<file path="src/sv/rgbrle_pkg.sv">
// Package for the RGB image RLE row decoder: payload structs, codes,
// state types and constants. Depends on nothing.
`timescale 1ns / 1ps

package rgbrle_pkg;

   localparam int MAX_WIDTH = 4096;
   localparam int CFG_W = 13;

   localparam logic [6:0] COUNT_MASK = 7'h7f;
   localparam logic [7:0] LITERAL_FLAG = 8'h80;

   localparam logic [0:0] CSR_IMAGE_WIDTH = 1'b0;
   localparam logic [0:0] CSR_IMAGE_HEIGHT = 1'b1;

   localparam logic [1:0] ST_OK = 2'd0;
   localparam logic [1:0] ST_OVERRUN = 2'd1;
   localparam logic [1:0] ST_COLUMN = 2'd2;

   typedef struct packed {
      logic [7:0]  data_byte;
      logic        row_start;
      logic [11:0] row_index;
      logic [1:0]  channel;
      logic [15:0] row_length;
   } req_type;

   typedef struct packed {
      logic [7:0]  pixel_first;
      logic [7:0]  pixel_second;
      logic [1:0]  pixel_count;
      logic [25:0] write_address;
      logic        row_done;
      logic [1:0]  status;
      logic        last;
   } rsp_type;

   typedef enum logic [1:0] {
      PH_IDLE,
      PH_CODE,
      PH_LIT,
      PH_REP
   } phase_type;

   typedef enum logic [1:0] {
      C_WAIT,
      C_ROW,
      C_EVAL,
      C_REP
   } ctrl_state_type;

   typedef struct packed {
      logic latch;
      logic row;
      logic eval;
      logic rep;
   } cmd_type;

   typedef struct packed {
      logic req_row_start;
      logic slot_free;
      logic eval_result;
      logic eval_rep;
      logic rep_last;
   } stat_type;

endpackage

</file>
<file path="src/sv/rgbrle_ctrl.sv">
// Controller state machine of the RGB image RLE row decoder.
// Depends on rgbrle_pkg; drives the datapath through cmd_type.
`timescale 1ns / 1ps

module rgbrle_ctrl
   import rgbrle_pkg::*;
(
   input  logic     clock,
   input  logic     reset,
   input  logic     req_valid,
   output logic     req_ready,
   input  stat_type stat,
   output cmd_type  cmd
);

   ctrl_state_type state_ff, state_in;

   always_ff @(posedge clock) begin
      if (reset) begin
         state_ff <= C_WAIT;
      end else begin
         state_ff <= state_in;
      end
   end

   always_comb begin
      state_in = state_ff;
      case (state_ff)
         C_WAIT: begin
            if (req_valid) begin
               state_in = stat.req_row_start ? C_ROW : C_EVAL;
            end
         end
         C_ROW: begin
            state_in = C_EVAL;
         end
         C_EVAL: begin
            if (stat.eval_rep) begin
               state_in = C_REP;
            end else if (stat.slot_free || !stat.eval_result) begin
               state_in = C_WAIT;
            end
         end
         C_REP: begin
            if (stat.slot_free && stat.rep_last) begin
               state_in = C_WAIT;
            end
         end
         default: begin
            state_in = C_WAIT;
         end
      endcase
   end

   always_comb begin
      req_ready = 1'b0;
      cmd = '0;
      case (state_ff)
         C_WAIT: begin
            req_ready = 1'b1;
            cmd.latch = req_valid;
         end
         C_ROW: begin
            cmd.row = 1'b1;
         end
         C_EVAL: begin
            cmd.eval = stat.slot_free || !stat.eval_result;
         end
         C_REP: begin
            cmd.rep = stat.slot_free;
         end
         default: begin
            cmd = '0;
         end
      endcase
   end

endmodule

</file>
<file path="src/sv/rgbrle_dp.sv">
// Datapath of the RGB image RLE row decoder: configuration, row state,
// address arithmetic and the result register. Depends on rgbrle_pkg.
`timescale 1ns / 1ps

module rgbrle_dp
   import rgbrle_pkg::*;
(
   input  logic             clock,
   input  logic             reset,
   input  logic             csr_we,
   input  logic [0:0]       csr_index,
   input  logic [CFG_W-1:0] csr_wdata,
   input  req_type          req_data,
   output rsp_type          rsp_data,
   output logic             rsp_valid,
   input  logic             rsp_ready,
   input  cmd_type          cmd,
   output stat_type         stat
);

   localparam logic [CFG_W-1:0] MaxWidth = CFG_W'(MAX_WIDTH);

   logic [CFG_W-1:0] width_ff, height_ff;
   req_type          item_ff;
   phase_type        phase_ff, phase_in;
   logic [6:0]       run_ff, run_in;
   logic [6:0]       rep_left_ff, rep_left_in;
   logic [15:0]      bytes_ff, bytes_in;
   logic [15:0]      budget_ff, budget_in;
   logic [25:0]      addr_ff, addr_in;
   logic [12:0]      column_ff, column_in;
   logic             rsp_valid_ff, rsp_valid_in;
   rsp_type          rsp_data_ff, rsp_data_in;

   logic [CFG_W-1:0] eff_width;
   logic [23:0]      row_product;
   logic             overrun;
   logic [6:0]       code_count;
   logic [12:0]      column_next;
   logic             load;

   always_comb begin
      eff_width = width_ff;
      if (width_ff == '0) begin
         eff_width = CFG_W'(1);
      end else if (width_ff > MaxWidth) begin
         eff_width = MaxWidth;
      end
   end

   assign row_product = 24'(item_ff.row_index) * 24'(eff_width);
   assign overrun = bytes_ff >= budget_ff;
   assign code_count = item_ff.data_byte[6:0] & COUNT_MASK;
   assign column_next = column_ff + 13'd1;

   assign stat.req_row_start = req_data.row_start;
   assign stat.slot_free = !rsp_valid_ff || rsp_ready;
   assign stat.eval_result = (phase_ff != PH_IDLE) &&
      (overrun || phase_ff == PH_LIT || (phase_ff == PH_CODE && code_count == 7'd0));
   assign stat.eval_rep = (phase_ff == PH_REP) && !overrun;
   assign stat.rep_last = (column_ff >= eff_width) || (rep_left_ff <= 7'd2) ||
      (column_next >= eff_width);

   always_ff @(posedge clock) begin
      if (reset) begin
         width_ff <= CFG_W'(1);
         height_ff <= CFG_W'(1);
      end else if (csr_we) begin
         if (csr_index == CSR_IMAGE_WIDTH) begin
            width_ff <= csr_wdata;
         end else if (csr_index == CSR_IMAGE_HEIGHT) begin
            height_ff <= csr_wdata;
         end
      end
   end

   always_ff @(posedge clock) begin
      if (cmd.latch) begin
         item_ff <= req_data;
      end
   end

   always_comb begin
      phase_in = phase_ff;
      run_in = run_ff;
      rep_left_in = rep_left_ff;
      bytes_in = bytes_ff;
      budget_in = budget_ff;
      addr_in = addr_ff;
      column_in = column_ff;
      load = 1'b0;
      rsp_data_in = '0;
      rsp_data_in.write_address = addr_ff;
      rsp_data_in.last = 1'b1;

      if (cmd.row) begin
         phase_in = PH_IDLE;
         run_in = 7'd0;
         if (13'(item_ff.row_index) < height_ff) begin
            budget_in = item_ff.row_length;
            bytes_in = 16'd0;
            column_in = 13'd0;
            addr_in = {row_product, 2'b00} + 26'(item_ff.channel);
            phase_in = PH_CODE;
         end
      end else if (cmd.eval && phase_ff != PH_IDLE) begin
         if (overrun) begin
            load = 1'b1;
            rsp_data_in.status = ST_OVERRUN;
            phase_in = PH_IDLE;
            run_in = 7'd0;
         end else begin
            bytes_in = bytes_ff + 16'd1;
            case (phase_ff)
               PH_CODE: begin
                  if (code_count == 7'd0) begin
                     load = 1'b1;
                     rsp_data_in.row_done = 1'b1;
                     phase_in = PH_IDLE;
                  end else begin
                     run_in = code_count;
                     phase_in = ((item_ff.data_byte & LITERAL_FLAG) != 8'd0) ?
                        PH_LIT : PH_REP;
                  end
               end
               PH_LIT: begin
                  load = 1'b1;
                  if (column_ff >= eff_width) begin
                     rsp_data_in.status = ST_COLUMN;
                     phase_in = PH_IDLE;
                     run_in = 7'd0;
                  end else begin
                     rsp_data_in.pixel_first = item_ff.data_byte;
                     rsp_data_in.pixel_count = 2'd1;
                     column_in = column_next;
                     addr_in = addr_ff + 26'd4;
                     run_in = run_ff - 7'd1;
                     if (run_ff == 7'd1) begin
                        phase_in = PH_CODE;
                     end
                  end
               end
               PH_REP: begin
                  rep_left_in = run_ff;
                  run_in = 7'd0;
                  phase_in = PH_CODE;
               end
               default: begin
                  phase_in = PH_IDLE;
               end
            endcase
         end
      end else if (cmd.rep) begin
         load = 1'b1;
         rsp_data_in.last = stat.rep_last;
         if (column_ff >= eff_width) begin
            rsp_data_in.status = ST_COLUMN;
            phase_in = PH_IDLE;
            run_in = 7'd0;
         end else begin
            rsp_data_in.pixel_first = item_ff.data_byte;
            if (rep_left_ff == 7'd1) begin
               rsp_data_in.pixel_count = 2'd1;
               column_in = column_next;
               addr_in = addr_ff + 26'd4;
               rep_left_in = 7'd0;
            end else if (column_next >= eff_width) begin
               rsp_data_in.pixel_count = 2'd1;
               rsp_data_in.status = ST_COLUMN;
               column_in = column_next;
               addr_in = addr_ff + 26'd4;
               phase_in = PH_IDLE;
               run_in = 7'd0;
            end else begin
               rsp_data_in.pixel_second = item_ff.data_byte;
               rsp_data_in.pixel_count = 2'd2;
               column_in = column_ff + 13'd2;
               addr_in = addr_ff + 26'd8;
               rep_left_in = rep_left_ff - 7'd2;
            end
         end
      end
   end

   always_comb begin
      rsp_valid_in = rsp_valid_ff && !rsp_ready;
      if (load) begin
         rsp_valid_in = 1'b1;
      end
   end

   always_ff @(posedge clock) begin
      if (reset) begin
         phase_ff <= PH_IDLE;
         run_ff <= 7'd0;
         rep_left_ff <= 7'd0;
         bytes_ff <= 16'd0;
         budget_ff <= 16'd0;
         addr_ff <= 26'd0;
         column_ff <= 13'd0;
         rsp_valid_ff <= 1'b0;
      end else begin
         phase_ff <= phase_in;
         run_ff <= run_in;
         rep_left_ff <= rep_left_in;
         bytes_ff <= bytes_in;
         budget_ff <= budget_in;
         addr_ff <= addr_in;
         column_ff <= column_in;
         rsp_valid_ff <= rsp_valid_in;
      end
   end

   always_ff @(posedge clock) begin
      if (load) begin
         rsp_data_ff <= rsp_data_in;
      end
   end

   assign rsp_valid = rsp_valid_ff;
   assign rsp_data = rsp_data_ff;

endmodule

</file>
<file path="src/sv/rgb_image_rle_row_decoder_top.sv">
// Top level of the RGB image RLE row decoder: controller plus datapath.
// Depends on rgbrle_pkg, rgbrle_ctrl and rgbrle_dp.
//
//   Channel   Ports                              Direction  Moves
//   request   req_valid, req_ready, req_data     in         one compressed byte item
//   response  rsp_valid, rsp_ready, rsp_data     out        one result item, 0 to 2 pixels
//   config    csr_we, csr_index, csr_wdata       in         register write, no read-back
//
// An item is taken in the wait state and evaluated in the evaluate state; no new byte is
// taken until the last one is through. A row_start byte first passes the row state, which
// loads the row address from the multiplier. A repeat byte of count n then issues up to
// ceil(n/2) results, one a cycle while the result register is free. While a result item
// waits, further bytes are still taken; the sequencer holds only when it has a result
// to load and the result register is full. Reset is synchronous and clears all row state.
`timescale 1ns / 1ps

module rgb_image_rle_row_decoder_top
   import rgbrle_pkg::*;
(
   input  logic             clock,
   input  logic             reset,
   input  logic             csr_we,
   input  logic [0:0]       csr_index,
   input  logic [CFG_W-1:0] csr_wdata,
   input  logic             req_valid,
   output logic             req_ready,
   input  req_type          req_data,
   output logic             rsp_valid,
   input  logic             rsp_ready,
   output rsp_type          rsp_data
);

   cmd_type  cmd;
   stat_type stat;

   rgbrle_ctrl u_ctrl (
      .clock     (clock),
      .reset     (reset),
      .req_valid (req_valid),
      .req_ready (req_ready),
      .stat      (stat),
      .cmd       (cmd)
   );

   rgbrle_dp u_dp (
      .clock     (clock),
      .reset     (reset),
      .csr_we    (csr_we),
      .csr_index (csr_index),
      .csr_wdata (csr_wdata),
      .req_data  (req_data),
      .rsp_data  (rsp_data),
      .rsp_valid (rsp_valid),
      .rsp_ready (rsp_ready),
      .cmd       (cmd),
      .stat      (stat)
   );

endmodule

</file>
<file path="config.mk">
export PLATFORM = sky130hd
export DESIGN_NAME = rgb_image_rle_row_decoder_top
export DESIGN_NICKNAME = d
export VERILOG_FILES = /design/src/sv/rgbrle_pkg.sv /design/src/sv/rgbrle_ctrl.sv /design/src/sv/rgbrle_dp.sv /design/src/sv/rgb_image_rle_row_decoder_top.sv
export SDC_FILE = /design/constraint.sdc
export NUM_CORES = 1
export LEC_CHECK = 0
export BUFFER_PORTS_ARGS = -buffer_cell sky130_fd_sc_hd__buf_2
export CAP_MARGIN = 20
export CORE_AREA = 5 5 181 183
export CTS_BUF_LIST = sky130_fd_sc_hd__clkbuf_8 sky130_fd_sc_hd__clkbuf_16
export DETAILED_ROUTE_END_ITERATION = 8
export DIE_AREA = 0 0 186 188
export PLACE_DENSITY = 0.74
export RECOVER_POWER = 50
export SLEW_MARGIN = 20
export SYNTH_ARGS = -nofsm -noshare
export SYNTH_HDL_FRONTEND = slang
export SYNTH_HIERARCHICAL = 1
export SYNTH_SLANG_ARGS = --single-unit
</file>
<file path="constraint.sdc">
create_clock -name clock -period 8.6 [get_ports clock]
set_input_delay 0.86 -clock clock [delete_from_list [all_inputs] [get_ports clock]]
set_output_delay 0.86 -clock clock [all_outputs]
set_load 0.02 [all_outputs]
</file>
## Yosys cells after proc, flatten, opt, wreduce, memory -nomap -nowiden

Cells that the tools add are included.

- $add $sub $neg: 8
- Multiply operators: 1
- $lt $le $gt $ge: 6
- Eq/ne operators: 26
- Mux-type cells: 95
- Bitwise gates (word level): 5
- Reductions and logical operators: 38

Operator list:

| operator | count |
|---|---|
| $mux 26 | 10 |
| $mux 13 | 12 |
| $mux 7 | 15 |
| $mux 16 | 4 |
| $mux 2 | 27 |
| $mux 8 | 6 |
| $mux 18 | 2 |
| $add 26x2->26 | 1 |
| $add 26x3->26 const B | 1 |
| $add 26x4->26 const B | 1 |
| $ge 13x13->1 | 2 |
| $mul 12x13->24 | 1 |
| $pmux 7 s3 | 1 |
| $add 16x1->16 const B | 1 |
| $ge 16x16->1 | 1 |
| $eq 7x1->1 const B | 2 |
| $mux 1 | 14 |
| $add 13x1->13 const B | 1 |
| $add 13x2->13 const B | 1 |
| $gt 13x13->1 const B | 1 |
| $logic_not 13->1 | 1 |
| $lt 12x13->1 | 1 |
| $reduce_and 6->1 | 2 |
| $ne 3x2->1 const B | 3 |
| other kinds (34) | 68 |

- Flip-flop bits (word level): 202
- Input port bits: 58
- Output and inout bits: 50
- Logic and storage cells: 201

## Longest topological paths before layout

- Depth in word-level cells: 11
- Gate-level depth with buffers: 25
- Gate-level depth less buffers: 24

## Hierarchy

The synthesis kept the hierarchy.

By module, submodules not included:

| module | instances | cells each | area each (um2) | seq. area each (um2) |
|---|---|---|---|---|
| rgbrle_dp | 1 | 1652 | 15143.3 | 4864.7 |
| rgbrle_ctrl | 1 | 18 | 140.1 | 40.0 |

## Least setup slack after synthesis

Ideal clock, no wire load.

- Path type: reg2reg
- From: reg u_dp.width_ff[4]
- To: reg u_dp.addr_ff[21]
- Library setup time: 86 ps
- Data arrival time: 5773 ps
- Path slack: 2742 ps
- Stages on the path, launching flop included: 24
- Path buffers: 1
- Period minus slack after synthesis: 5858 ps
- Cell sequence: dfxtp_1 -> nor4_1 -> a31oi_1 -> nor2_1 -> clkbuf_1 -> nand2_1 -> fa_1 -> fa_1 -> inv_1 -> fa_1 -> fa_1 -> inv_1 -> fa_1 -> inv_1 -> ha_1 -> o21ai_0 -> or3_1 -> nor3_2 -> a221oi_2 -> a211o_1 -> o21bai_2 -> xnor2_1 -> a21o_1 -> a211oi_1

- Cells in the longest elaborated chain, start to end: 10

Ends and longest elaborated chain:

| element | RTL line | text |
|---|---|---|
| from (decl) | rgbrle_dp.sv:23 | `logic [CFG_W-1:0] width_ff, height_ff;` |
| from (signal assigned) | rgbrle_dp.sv:70 | `width_ff <= csr_wdata;` |
| $gt 13x13->1 | rgbrle_dp.sv:46 | `end else if (width_ff > MaxWidth) begin` |
| $mux 13 | rgbrle_dp.sv:46 |  |
| $mux 13 (*) | rgbrle_dp.sv:44 | `if (width_ff == '0) begin` |
| parallel branches: the longest is 7 deep, another holds $add 26x2->26 | -- |  |
| to (signal assigned) | rgbrle_dp.sv:208 | `addr_ff <= addr_in;` |
| to (decl) | rgbrle_dp.sv:30 | `logic [25:0] addr_ff, addr_in;` |

Mark *: on every way between the ends. The select of a mux whose other input is x is not followed.
A chain may end at the register's enable or synchronous reset.

## Worst setup path after layout

- From: reg u_dp.width_ff[12]
- To: reg u_dp.addr_ff[25]

The elaborated chain is that of the path after synthesis.

==> flow_summary.json <==
{
  "multi_input_area_um2": 9290,
  "synth.area.top_cells": "edfxtp_1 (17%), dfxtp_1 (15%), fa_1 (14%)",
  "synth_edf_count": 86,
  "clk_latency_ns": 0.53,
  "grt_max_degree": 68,
  "cts_tree": "yes",
  "antenna_found_initial": 0,
  "wl_mm": 37.6,
  "reg2reg_setup_slack_ns": 1.76,
  "setup_violations": 0,
  "first_global_vias": 12100,
  "r2r.worst_path.cells": 20,
  "drc_errors": 0,
  "failed_checks": "max-capacitance violations, max-slew violations",
  "cp.arrival_ns": 7.11,
  "whs_ns": 0.431,
  "tightest_slew_ns": 3.30,
  "root_buffer": "clkbuf_16",
  "r2r_start": "u_dp/width_ff[12]",
  "synth-main-ff-cell": "dfxtp_1",
  "routabilityCongestion": 0.891,
  "yosys_register_bits": 202,
  "synth_area_per_cell_um2": 9.15,
  "holdPathEnd": "u_dp/rsp_data[4]",
  "critPathMaxStageDelay_ns": 0.97,
  "synth_most_common_cell": "nand2_1",
  "wl_per_cell_um": 17.4,
  "status": "finished with violations",
  "cp_cell_sequence": "nor2b_1 -> nand2_1 -> fa_1 -> fa_1 -> fa_1 -> inv_1 -> fa_1 -> inv_1 -> fa_1 -> inv_1 -> ha_1 -> a2111oi_0 -> o21a_1 -> nor3_2 -> a221oi_2 -> a211o_1 -> o21ai_0 -> a21oi_1 -> xnor2_1 -> o2bb2ai_1",
  "ant_nets": 0,
  "worst-path-max-fanout": 27,
  "grt_usage": 0.213,
  "antennaDiodeCount": 0,
  "hp-class": "flop to flop",
  "fp.dieW_um": 186,
  "core_area_um2": 31100,
  "num_rows": 65,
  "synth_area_leader_cell": "edfxtp_1",
  "vias": 12100,
  "clk_pin_slew_worst_paths_ns": 0.06,
  "clk_path_buf_depth": 3,
  "report.final.hold_viol_count": 0,
  "critical_path_class": "flop to flop",
  "finClkSkew_ns": 0.0165,
  "hold_depth": 0,
  "timing.fmax_ghz": 0.146,
  "cpMaxStageDelayCell": "nor2b_1",
  "yosysSeqAreaShare": 0.321,
  "drt-pass1-iter-count": 5,
  "peakVddDrop_mv": 0.151,
  "start_util": 0.492,
  "ys_types": 88,
  "rsz0062_at_grt": "false",
  "yosysWarnings": 6,
  "die_area_um2": 35000,
  "crit_top_cell": "fa_1",
  "synthArstFlopShare": 0,
  "grt_pass1_wl_mm": 61.2,
  "areaGrowthSynthToFinish_pct": 10.3,
  "p_leak_nw": 7.24,
  "ctsHtreeMaxLevel": 1,
  "finalNetCount": 2035,
  "seq_area_um2": 4900,
  "maxCapViolCount": 3,
  "synth_cells": 1670,
  "hold_start": "u_dp/addr_ff[0]",
  "ys_top_cells_by_count": "nand2_1 (241), inv_1 (215), ha_1 (126)",
  "netlist.area_leader.share": 0.169,
  "drt_iter0_markers": 833,
  "relSlewSlack": -1.20,
  "dp_hpwl_mm": 27.6,
  "drv_slew": 137,
  "grt_overflow_total": 0,
  "crit_path_end_kind": "flop",
  "required_ns": 8.87,
  "period_needed_ns": 6.84,
  "r2r-end": "u_dp/addr_ff[25]",
  "drive_above_1_share": 0.0910,
  "path_depth": 20,
  "num-fill-cells": 2795,
  "cts_resized": 0,
  "die_h_um": 188,
  "crit_buf_inv": 3,
  "numPortBuffers": 107,
  "post-route-period-util": 0.795,
  "post-cts-setup-buffer-count": 0,
  "vias_per_cell": 5.60,
  "critPathLaunchType": "flop",
  "syn_area_um2": 15300,
  "critPathTopFamily": "adder cells",
  "setup_tns_ns": 0,
  "cts_sinks": 202,
  "cts_buffers": 23,
  "synth_nets": 1963,
  "io_pins": 108,
  "power.density_nw_per_um2": 158,
  "ctsHoldBuffers": 0
}
-- where the power goes --
group	total (mW)	switching, mW	internal [mW]
clock network	1.03	0.410	0.619
logic	0.558	0.346	0.212
registers	1.07	0.0375	1.03
-- per-layer routing --
| layer | wire length, um | global-route usage | share of wire | vias to the layer above |
|---|---|---|---|---|
| met4 | 1470 | 0.0751 | 0.039 | 0 |
| met1 | 16100 | 0.287 | 0.43 | 5915 |
| met3 | 2000 | 0.0281 | 0.053 | 74 |
| met5 | 0 | 0 | 0 | - |
| met2 | 18000 | 0.352 | 0.48 | 364 |
| li1 | - | - | - | 5749 |
-- cells by family (layout without fill, tap and decap cells) --
kind of cell	after synthesis	after routing	synth area share
AO/OA/AOI/OAI	279	279	0.129
XOR/XNOR	52	52	0.0298
adder cells (fa/ha/maj)	235	235	0.246
buffers and inverters	285	374	0.0720
flip-flops	202	202	0.321
multiplexers	27	27	0.0177
AND/OR/NAND/NOR	590	590	0.185
-- through the flow --
step | instances | power (mW) | setup slack, ns | cell area [um^2] | util
after floorplan | 1670 | 1.49 | 2.74 | 15300 | -
after global placement | 2119 | 1.63 | 2.14 | 16100 | 0.519
after detailed placement | 2119 | 1.64 | 1.94 | 16100 | 0.519
after CTS | 2161 | 2.67 | 1.92 | 16900 | 0.545
after global routing | 2161 | 2.79 | 1.30 | 16900 | 0.542
final | 2161 | 2.66 | 1.76 | 16900 | 0.542
-- registers in the layout (all words and copies together), names as in the netlist --
register          cells
u_dp/height_ff       13
u_dp/budget_ff       16
u_dp/phase_ff         2
u_dp/item_ff         31
u_dp/width_ff        13
u_dp/rep_left_ff      7
u_dp/code_count       7
u_dp/rsp_valid        1
u_dp/run_ff           7
u_ctrl/state_ff       2
u_dp/addr_ff         26
u_dp/column_ff       13
u_dp/rsp_data        48
u_dp/bytes_ff        16
-- area by class of cell --
cell class,instances,share of cell area
repair buffers,117,0.0327
multi-input cells,1183,0.551
clock buffers,26,0.0373
flip-flops and latches,202,0.291
inverters,215,0.0480
clock inverters,16,0.0103
well taps,402,0.0298
-- how the worst max path moves through the flow --
| stage | startpoint | endpoint |
|---|---|---|
| 3_5_place_dp | u_dp/width_ff[12] | u_dp/addr_ff[21] |
| 3_3_place_gp | u_dp/width_ff[4] | u_dp/addr_ff[24] |
| 5_1_grt | u_dp/width_ff[12] | u_dp/addr_ff[25] |
| 6_report | u_dp/width_ff[12] | u_dp/addr_ff[25] |
| 2_1_floorplan | u_dp/width_ff[4] | u_dp/addr_ff[21] |
| 4_1_cts | u_dp/width_ff[12] | u_dp/addr_ff[21] |
-- placed cells by master, fill, tap and decap left out, types with 5 or more instances in the layout --
cell type / synthesis / routed
a211oi_1: 14 / 14
a21o_1: 14 / 14
a21oi_1: 94 / 94
a22oi_1: 9 / 9
a311oi_2: 8 / 8
a31oi_1: 9 / 9
and2_1: 76 / 76
and3_1: 16 / 16
buf_2: 6 / 65
buf_4: 4 / 8
clkbuf_1: 58 / 44
clkbuf_16: 0 / 24
clkinv_2: 0 / 5
dfxtp_1: 116 / 116
edfxtp_1: 86 / 86
fa_1: 109 / 109
ha_1: 126 / 126
inv_1: 215 / 216
mux2i_1: 27 / 27
nand2_1: 241 / 241
nand2b_1: 12 / 12
nand3_1: 26 / 26
nand3b_1: 7 / 7
nand4_1: 15 / 15
nor2_1: 109 / 109
nor2b_1: 17 / 16
nor3_1: 32 / 32
nor4_1: 10 / 10
o211ai_1: 5 / 5
o21a_1: 7 / 7
o21ai_0: 48 / 48
or3_1: 6 / 6
xnor2_1: 32 / 32
xor2_1: 20 / 20
Note: power is estimated with default switching activity, not from simulation.
